--- config.mk ---
export PLATFORM = sky130hd
export DESIGN_NAME = voice_mixer_with_pan_and_stealing_core
export DESIGN_NICKNAME = d
export VERILOG_FILES = /design/src/rtl/core/vmix_pkg.sv /design/src/rtl/core/vmix_voice_tbl.sv /design/src/rtl/core/vmix_mul.sv /design/src/rtl/core/voice_mixer_with_pan_and_stealing_core.sv
export SDC_FILE = /design/constraint.sdc
export NUM_CORES = 2
export LEC_CHECK = 0
export ABC_AREA = 1
export BUFFER_PORTS_ARGS = -buffer_cell sky130_fd_sc_hd__buf_2
export CAP_MARGIN = 30
export CORE_MARGIN = 2
export CORE_UTILIZATION = 30
export CTS_CLUSTER_SIZE = 12
export DETAILED_ROUTE_END_ITERATION = 16
export GPL_ROUTABILITY_DRIVEN = 0
export SLEW_MARGIN = 20
export SYNTH_ARGS = -nofsm -noshare
export SYNTH_HDL_FRONTEND = slang
export SYNTH_HIERARCHICAL = 1
export SYNTH_SLANG_ARGS = --single-unit
--- constraint.sdc ---
create_clock -name clk_i -period 8.1 [get_ports clk_i]
set_input_delay 1.215 -clock clk_i [delete_from_list [all_inputs] [get_ports clk_i]]
set_output_delay 1.215 -clock clk_i [all_outputs]
set_load 0.005 [all_outputs]
--- src/rtl/core/vmix_pkg.sv ---
// ----------------------------------------------------------------------------
// vmix_pkg - voice mixer shared definitions
// Voice table sizes, item kinds, beat payload types and small helpers.
// ----------------------------------------------------------------------------
`default_nettype none

package vmix_pkg;

  localparam int VOICES      = 16;
  localparam int VOICE_BITS  = (VOICES > 1) ? $clog2(VOICES) : 1;
  localparam int LENGTH_BITS = 24;

  // Input item kinds
  localparam logic [2:0] KIND_PLAY     = 3'd0;
  localparam logic [2:0] KIND_SAMPLE   = 3'd1;
  localparam logic [2:0] KIND_STOP     = 3'd2;
  localparam logic [2:0] KIND_STOP_ALL = 3'd3;
  localparam logic [2:0] KIND_FRAME    = 3'd4;

  // Result kinds
  localparam logic REPLY_GRANT = 1'b0;
  localparam logic REPLY_FRAME = 1'b1;

  localparam logic [7:0] MASTER_RESET = 8'd200;
  localparam logic [7:0] PAN_FULL     = 8'd255;
  localparam logic [7:0] CENTRE_LO    = 8'd96;
  localparam logic [7:0] CENTRE_HI    = 8'd160;

  localparam logic signed [18:0] SAT_MAX = 19'sd32767;
  localparam logic signed [18:0] SAT_MIN = -19'sd32768;

  typedef struct packed {
    logic        [2:0]  kind;
    logic        [3:0]  voice;
    logic signed [15:0] sample;
    logic        [23:0] sound_length;
    logic        [7:0]  gain;
    logic        [7:0]  balance;
  } vmix_in_t;

  typedef struct packed {
    logic               reply_kind;
    logic        [3:0]  granted_voice;
    logic signed [15:0] left_out;
    logic signed [15:0] right_out;
    logic        [15:0] active_mask;
  } vmix_out_t;

  typedef struct packed {
    logic [7:0]             gain;
    logic [7:0]             balance;
    logic [LENGTH_BITS-1:0] count;
  } vmix_entry_t;

  // Voice table write command
  typedef struct packed {
    logic                  entry_we;  // load a whole entry and mark it active
    logic                  count_we;  // update the remaining count only
    logic                  off_we;    // free one voice
    logic                  off_all;   // free every voice
    logic [VOICE_BITS-1:0] addr;
    vmix_entry_t           entry;
  } vmix_tbl_cmd_t;

  function automatic logic [VOICE_BITS-1:0] to_idx(logic [3:0] v);
    logic [VOICE_BITS-1:0] r;
    r = '0;
    for (int i = 0; i < VOICE_BITS; i++) begin
      if (i < 4) begin
        r[i] = v[i];
      end
    end
    return r;
  endfunction

  function automatic logic [LENGTH_BITS-1:0] to_len(logic [23:0] v);
    logic [LENGTH_BITS-1:0] r;
    r = '0;
    for (int i = 0; i < LENGTH_BITS; i++) begin
      if (i < 24) begin
        r[i] = v[i];
      end
    end
    return r;
  endfunction

  function automatic logic signed [15:0] sat16(logic signed [18:0] x);
    if (x > SAT_MAX) begin
      return 16'sh7FFF;
    end else if (x < SAT_MIN) begin
      return 16'sh8000;
    end
    return x[15:0];
  endfunction

endpackage

`default_nettype wire

--- src/rtl/core/vmix_voice_tbl.sv ---
// ----------------------------------------------------------------------------
// vmix_voice_tbl - voice table
// Active flags with reset, per-voice gain, pan and remaining count storage.
// ----------------------------------------------------------------------------
`default_nettype none

module vmix_voice_tbl (
  input  logic                                clk_i,
  input  logic                                rst_ni,
  input  vmix_pkg::vmix_tbl_cmd_t             cmd_i,
  input  logic [vmix_pkg::VOICE_BITS-1:0]     rd_addr_i,
  output vmix_pkg::vmix_entry_t               rd_o,
  output logic [vmix_pkg::VOICES-1:0]         on_o
);
  import vmix_pkg::*;

  logic [VOICES-1:0] on_q;
  vmix_entry_t       entry_q [VOICES];

  always_ff @(posedge clk_i or negedge rst_ni) begin
    if (!rst_ni) begin
      on_q <= '0;
    end else begin
      priority if (cmd_i.off_all) begin
        on_q <= '0;
      end else if (cmd_i.entry_we) begin
        on_q[cmd_i.addr] <= 1'b1;
      end else if (cmd_i.off_we) begin
        on_q[cmd_i.addr] <= 1'b0;
      end
    end
  end

  always_ff @(posedge clk_i) begin
    if (cmd_i.entry_we) begin
      entry_q[cmd_i.addr] <= cmd_i.entry;
    end else if (cmd_i.count_we) begin
      entry_q[cmd_i.addr].count <= cmd_i.entry.count;
    end
  end

  assign rd_o = entry_q[rd_addr_i];
  assign on_o = on_q;

endmodule

`default_nettype wire

--- src/rtl/core/vmix_mul.sv ---
// ----------------------------------------------------------------------------
// vmix_mul - shared multiplier
// Signed 17x9 multiply with a registered product, reused for gain, pan and mix.
// ----------------------------------------------------------------------------
`default_nettype none

module vmix_mul (
  input  logic               clk_i,
  input  logic signed [16:0] a_i,
  input  logic signed [8:0]  b_i,
  output logic signed [25:0] p_o
);

  logic signed [25:0] p_q;

  always_ff @(posedge clk_i) begin
    p_q <= a_i * b_i;
  end

  assign p_o = p_q;

endmodule

`default_nettype wire

--- src/rtl/core/voice_mixer_with_pan_and_stealing_core.sv ---
// ----------------------------------------------------------------------------
// voice_mixer_with_pan_and_stealing_core - stereo voice mixer
// Voice allocation with stealing, per-voice gain and pan, saturating mix.
// ----------------------------------------------------------------------------
// One item is handled at a time; in_stall_o is high while an item is worked.
// A sample for an active voice makes five passes through the one shared
// multiplier (voice gain, left pan, right pan, left mix, right mix) before its
// count is written back. A play request with a free voice goes from ST_PICK to
// ST_EMIT; when all voices are busy the steal search walks the table one voice
// per cycle and ST_STEAL loads the voice with the lowest count. Stop items end
// in ST_IDLE; frame end waits in ST_EMIT. Results sit in an output register,
// so a new item can be accepted while the last result is still stalled; an
// item that produces a result waits for that register to drain.
`default_nettype none

module voice_mixer_with_pan_and_stealing_core (
  input  logic                clk_i,
  input  logic                rst_ni,
  input  logic                in_valid_i,
  output logic                in_stall_o,
  input  vmix_pkg::vmix_in_t  in_data_i,
  output logic                out_valid_o,
  input  logic                out_stall_i,
  output vmix_pkg::vmix_out_t out_data_o,
  input  logic                cfg_we_i,
  input  logic [7:0]          cfg_data_i
);
  import vmix_pkg::*;

  typedef enum logic [10:0] {
    ST_IDLE  = 11'b00000000001,
    ST_PICK  = 11'b00000000010,
    ST_SCAN  = 11'b00000000100,
    ST_STEAL = 11'b00000001000,
    ST_CHECK = 11'b00000010000,
    ST_VOL   = 11'b00000100000,
    ST_PANL  = 11'b00001000000,
    ST_PANR  = 11'b00010000000,
    ST_MIXL  = 11'b00100000000,
    ST_MIXR  = 11'b01000000000,
    ST_EMIT  = 11'b10000000000
  } state_e;

  state_e                 state_q, state_d;
  vmix_in_t               item_q, item_d;
  logic [VOICE_BITS-1:0]  scan_q, scan_d;
  logic [VOICE_BITS-1:0]  pick_q, pick_d;
  logic [LENGTH_BITS:0]   best_q, best_d;
  logic [7:0]             vol_q, vol_d;
  logic [7:0]             pl_q, pl_d;
  logic [7:0]             pr_q, pr_d;
  logic signed [15:0]     left_q, left_d;
  logic signed [15:0]     right_q, right_d;
  logic [7:0]             master_q;
  vmix_out_t              out_q, out_d;
  logic                   out_valid_q, out_valid_d;

  vmix_tbl_cmd_t          cmd;
  logic [VOICE_BITS-1:0]  rd_addr;
  vmix_entry_t            rd;
  logic [VOICES-1:0]      on_w;

  logic signed [16:0]     mul_a;
  logic signed [8:0]      mul_b;
  logic signed [25:0]     mul_p;

  logic                   accept;
  logic                   out_load;
  logic [VOICE_BITS-1:0]  in_idx;
  logic                   in_ok;
  logic [VOICE_BITS-1:0]  idx;
  logic [VOICE_BITS-1:0]  first_free;
  logic                   any_free;
  logic                   centre;
  logic [7:0]             ctr_side;
  logic signed [18:0]     mix_sum;
  logic [LENGTH_BITS-1:0] cnt_dec;
  logic [15:0]            mask;
  logic [3:0]             granted;

  vmix_voice_tbl u_tbl (
    .clk_i     (clk_i),
    .rst_ni    (rst_ni),
    .cmd_i     (cmd),
    .rd_addr_i (rd_addr),
    .rd_o      (rd),
    .on_o      (on_w)
  );

  vmix_mul u_mul (
    .clk_i (clk_i),
    .a_i   (mul_a),
    .b_i   (mul_b),
    .p_o   (mul_p)
  );

  assign in_stall_o = (state_q != ST_IDLE);
  assign accept     = in_valid_i && !in_stall_o;
  assign out_load   = (state_q == ST_EMIT) && (!out_valid_q || !out_stall_i);
  assign in_idx     = to_idx(in_data_i.voice);
  assign in_ok      = (int'(in_data_i.voice) < VOICES);
  assign idx        = to_idx(item_q.voice);
  assign any_free   = ~&on_w;
  assign rd_addr    = (state_q == ST_SCAN) ? scan_q : idx;
  assign centre     = (rd.balance >= CENTRE_LO) && (rd.balance <= CENTRE_HI);
  assign ctr_side   = 8'(({2'b00, vol_q} + {1'b0, vol_q, 1'b0}) >> 2);
  assign cnt_dec    = rd.count - LENGTH_BITS'(1);

  // Lowest free voice wins
  always_comb begin
    first_free = '0;
    for (int i = VOICES - 1; i >= 0; i--) begin
      if (!on_w[i]) begin
        first_free = VOICE_BITS'(i);
      end
    end
  end

  always_comb begin
    mask    = '0;
    granted = '0;
    for (int i = 0; i < 16; i++) begin
      if (i < VOICES) begin
        mask[i] = on_w[i];
      end
    end
    for (int i = 0; i < 4; i++) begin
      if (i < VOICE_BITS) begin
        granted[i] = pick_q[i];
      end
    end
  end

  // Floor of product / 256 added into the running sum
  always_comb begin
    if (state_q == ST_MIXR) begin
      mix_sum = {{3{right_q[15]}}, right_q} + {mul_p[25], mul_p[25:8]};
    end else begin
      mix_sum = {{3{left_q[15]}}, left_q} + {mul_p[25], mul_p[25:8]};
    end
  end

  always_comb begin
    state_d     = state_q;
    item_d      = item_q;
    scan_d      = scan_q;
    pick_d      = pick_q;
    best_d      = best_q;
    vol_d       = vol_q;
    pl_d        = pl_q;
    pr_d        = pr_q;
    left_d      = left_q;
    right_d     = right_q;
    out_d       = out_q;
    out_valid_d = out_valid_q;
    mul_a       = '0;
    mul_b       = '0;

    cmd               = '0;
    cmd.addr          = idx;
    cmd.entry.gain    = item_q.gain;
    cmd.entry.balance = item_q.balance;
    cmd.entry.count   = to_len(item_q.sound_length);

    if (out_valid_q && !out_stall_i) begin
      out_valid_d = 1'b0;
    end

    unique case (state_q)
      ST_IDLE: begin
        if (accept) begin
          item_d = in_data_i;
          unique case (in_data_i.kind)
            KIND_PLAY:   state_d = ST_PICK;
            KIND_SAMPLE: begin
              if (in_ok && on_w[in_idx]) begin
                state_d = ST_CHECK;
              end
            end
            KIND_STOP: begin
              cmd.addr   = in_idx;
              cmd.off_we = in_ok;
            end
            KIND_STOP_ALL: cmd.off_all = 1'b1;
            KIND_FRAME:    state_d = ST_EMIT;
            default: ;
          endcase
        end
      end
      ST_PICK: begin
        if (any_free) begin
          cmd.addr     = first_free;
          cmd.entry_we = 1'b1;
          pick_d       = first_free;
          state_d      = ST_EMIT;
        end else begin
          scan_d  = '0;
          best_d  = '1;
          state_d = ST_SCAN;
        end
      end
      ST_SCAN: begin
        if ({1'b0, rd.count} < best_q) begin
          best_d = {1'b0, rd.count};
          pick_d = scan_q;
        end
        if (scan_q == VOICE_BITS'(VOICES - 1)) begin
          state_d = ST_STEAL;
        end else begin
          scan_d = scan_q + VOICE_BITS'(1);
        end
      end
      ST_STEAL: begin
        cmd.addr     = pick_q;
        cmd.entry_we = 1'b1;
        state_d      = ST_EMIT;
      end
      ST_CHECK: begin
        // Zero count: drop the sample and free the voice
        if (rd.count == '0) begin
          cmd.off_we = 1'b1;
          state_d    = ST_IDLE;
        end else begin
          mul_a   = {9'b0, rd.gain};
          mul_b   = {1'b0, master_q};
          state_d = ST_VOL;
        end
      end
      ST_VOL: begin
        vol_d   = mul_p[15:8];
        mul_a   = {9'b0, PAN_FULL - rd.balance};
        mul_b   = {1'b0, mul_p[15:8]};
        state_d = ST_PANL;
      end
      ST_PANL: begin
        pl_d    = centre ? ctr_side : mul_p[15:8];
        mul_a   = {9'b0, rd.balance};
        mul_b   = {1'b0, vol_q};
        state_d = ST_PANR;
      end
      ST_PANR: begin
        pr_d    = centre ? ctr_side : mul_p[15:8];
        mul_a   = {item_q.sample[15], item_q.sample};
        mul_b   = {1'b0, pl_q};
        state_d = ST_MIXL;
      end
      ST_MIXL: begin
        left_d  = sat16(mix_sum);
        mul_a   = {item_q.sample[15], item_q.sample};
        mul_b   = {1'b0, pr_q};
        state_d = ST_MIXR;
      end
      ST_MIXR: begin
        right_d         = sat16(mix_sum);
        cmd.count_we    = 1'b1;
        cmd.entry.count = cnt_dec;
        cmd.off_we      = (cnt_dec == '0);
        state_d         = ST_IDLE;
      end
      ST_EMIT: begin
        if (out_load) begin
          out_valid_d = 1'b1;
          if (item_q.kind == KIND_FRAME) begin
            out_d.reply_kind    = REPLY_FRAME;
            out_d.granted_voice = '0;
            out_d.left_out      = left_q;
            out_d.right_out     = right_q;
            out_d.active_mask   = mask;
            left_d              = '0;
            right_d             = '0;
          end else begin
            out_d.reply_kind    = REPLY_GRANT;
            out_d.granted_voice = granted;
            out_d.left_out      = '0;
            out_d.right_out     = '0;
            out_d.active_mask   = '0;
          end
          state_d = ST_IDLE;
        end
      end
      default: state_d = ST_IDLE;
    endcase
  end

  always_ff @(posedge clk_i or negedge rst_ni) begin
    if (!rst_ni) begin
      state_q     <= ST_IDLE;
      out_valid_q <= 1'b0;
      left_q      <= '0;
      right_q     <= '0;
      master_q    <= MASTER_RESET;
    end else begin
      state_q     <= state_d;
      out_valid_q <= out_valid_d;
      left_q      <= left_d;
      right_q     <= right_d;
      if (cfg_we_i) begin
        master_q <= cfg_data_i;
      end
    end
  end

  always_ff @(posedge clk_i) begin
    item_q <= item_d;
    scan_q <= scan_d;
    pick_q <= pick_d;
    best_q <= best_d;
    vol_q  <= vol_d;
    pl_q   <= pl_d;
    pr_q   <= pr_d;
    out_q  <= out_d;
  end

  assign out_valid_o = out_valid_q;
  assign out_data_o  = out_q;

`ifndef NO_ASSERTIONS
  a_state_onehot: assert property (@(posedge clk_i) disable iff (!rst_ni)
    $onehot(state_q))
    else $error("state register not one-hot");

  a_scan_all_busy: assert property (@(posedge clk_i) disable iff (!rst_ni)
    (state_q == ST_SCAN) |-> (&on_w))
    else $error("steal search with a free voice");

  a_mix_voice_on: assert property (@(posedge clk_i) disable iff (!rst_ni)
    (state_q == ST_MIXL) |-> on_w[idx])
    else $error("mixing a sample of an inactive voice");

  a_frame_clears: assert property (@(posedge clk_i) disable iff (!rst_ni)
    (out_load && item_q.kind == KIND_FRAME) |=> (left_q == '0 && right_q == '0))
    else $error("accumulators not cleared after frame beat");
`endif

endmodule

`default_nettype wire

==> out/qor.csv <==
stage,metric,value,unit
finish,nets,5573,
pwr,report.power.total,0.0140,W
synthesis,avgSynthCellArea,9.49,um^2
global_route,antenna_found_initial,3,
floorplanning,io_pins,131,
timing,finalCriticalPeriod,7720,ps
finish,synthToLayoutAreaGrowth,16.6,%
routing,drt_iter0_drc,2863,
critical_path,slowest_delay,530,ps
routing,drc,0,
pwr,vdd_drop_max,0.176,mV
timing,fin_crit_sh,0.953,
clocking,cts_tree,yes,
synthesis,yosys_warnings,6,
global_route,grt_first_pass_wirelength,198,mm
job,drv_cap,0,
critical_path,cpMaxStageDelayCell,dfstp_2,
timing,finalMaxSlewViolations,0,
routing,wl_per_cell,17.5,um
pwr,power_density,255,nW/um^2
timing,maxSlewHeadroom,0.382,
critical_path,critPathKind,flip-flop to flip-flop,
routing,viasPerCell,4.65,
finish,design_area,55000,um^2
status,status,"complete, no violations",
timing,setup_viol,0,
placement,place_area,51500,um^2
worst_hold_path,hp-class,flip-flop to flip-flop,
timing,skew,44.8,ps
clocking,root_buffer,clkbuf_16,
clocking,clkSlewWorstSetupHoldPaths,60,ps
clocking,clock_sinks,899,
clocking,cts_htree_levels,3,
clocking,clk_latency,710,ps
routing,ant_nets,0,
timing,setup-tns-final,0,ps
floorplanning,fp.dieArea,160000,um^2
floorplanning,core,156000,um^2
global_route,grt_remaining_overflow,0,
timing,timing.hold.ws,477,ps
routing,drt-pass1-iter-count,5,
finish,final_cell_mix,"nand2_1, inv_1, edfxtp_1",
routing,drt-total-wl,129,mm
finish,fin_util,0.352,
clocking,cts_buffer_depth,3,
floorplanning,start_util,0.302,
clocking,numCtsBuffers,94,
floorplanning,chipWidth,401,um
synthesis,netlist_area,47200,um^2
clocking,ctsHoldBuffers,0,
placement,port_buffers,130,
routing,vias,34400,
global_route,grt_max_degree,77,
finish,drive_above_1_share,0.127,
critical_path,critPathRequiredTime,8700,ps
critical_path,end_kind,flip-flop,
timing,finalHoldViolCount,0,
critical_path,crit_arrival,8320,ps
floorplanning,num_rows,145,
timing,tightest_slew,924,ps
pwr,p_leak,24.7,nW
synthesis,synthCells,4968,
critical_path,cpMostUsedCell,nand2_1,
placement,dp_hpwl,83.6,mm
floorplanning,die_height,401,um
finish,layout_commonest_cell,nand2_1,
timing,max_freq,129,MHz
critical_path,worstSetupStartpointType,flip-flop,
global_route,grt_pass1_vias,34000,
finish,fillerInstances,15600,
critical_path,cp_max_fo,15,
global_route,grt_usage,0.157,
-- final timing paths --
check                             from            end  slack [ps]  cells after the start
setup reg to reg            state_q[0]  u_mul/p_o[22]         380                     41
min in group asynchronous       rst_ni     right_q[0]         500                      1
hold / removal             right_q[10]    right_q[10]         480                      2
setup / recovery            state_q[0]  u_mul/p_o[22]         380                     41
max in group asynchronous       rst_ni    master_q[3]        6940                      2
hold reg to reg            right_q[10]    right_q[10]         480                      2
-- layout make-up --
class,count,area [um^2],area share
clock buffer,129,2510,0.0457
multi-input combinational,2945,16300,0.297
timing repair inverter,4,35.0,0.000637
sequential,899,26500,0.482
antenna,2,5.00,0.0000910
tap,2058,2570,0.0468
inverter,921,3490,0.0635
timing repair buffer,396,3210,0.0583
clock inverter,38,344,0.00626
-- report_power, final --
group	internal (W)	total, W	switching (W)
combinational	0.00132	0.00405	0.00272
sequential	0.00560	0.00585	0.000253
clock	0.00225	0.00410	0.00185
total	0.00917	0.0140	0.00483
-- critical path: cells and delay by family (launching register included) --
family                     cells  cell delay [ps]
AOI/OAI and AO/OA              2              680
adders and majority gates      6             2670
buffers and inverters          8             1330
DFF                            1              530
and+or+nand+nor               25             2400
-- timing repair --
item / CTS / global route
gates cloned: 0 / 11
endpoints found under the setup margin: 2 / 18
pin swaps: 0 / 7
resized for setup: 2 / 54
setup buffers: 0 / 13
-- registers in the layout, indices dropped and copies added (netlist names) --
signal	flops
u_tbl/entry_q	640
out_data_o	53
item_q	43
best_q	25
u_mul/p_o	18
cmd	16
left_q	16
right_q	16
u_tbl/on_o	16
state_q	11
master_q	8
pl_q	8
pr_q	8
vol_q	8
granted	4
idx	4
scan_q	4
out_valid_o	1
-- per-stage QoR --
| stage | instances | setup WS (ps) |
|---|---|---|
| floorplan | 4969 | 748 |
| global route | 7391 | -64.2 |
| finish | 7392 | 378 |
| detailed placement | 7195 | -61.3 |
| CTS | 7362 | 0.974 |
| global placement | 7177 | -33.5 |
-- layer usage --
metal,wire [um],part of all wire,global-route usage
met5,13,0.00010,0
met4,3550,0.028,0.0475
met3,8080,0.063,0.0227
met1,54600,0.42,0.206
met2,62800,0.49,0.267
Note: power is estimated with default switching activity, not from simulation.
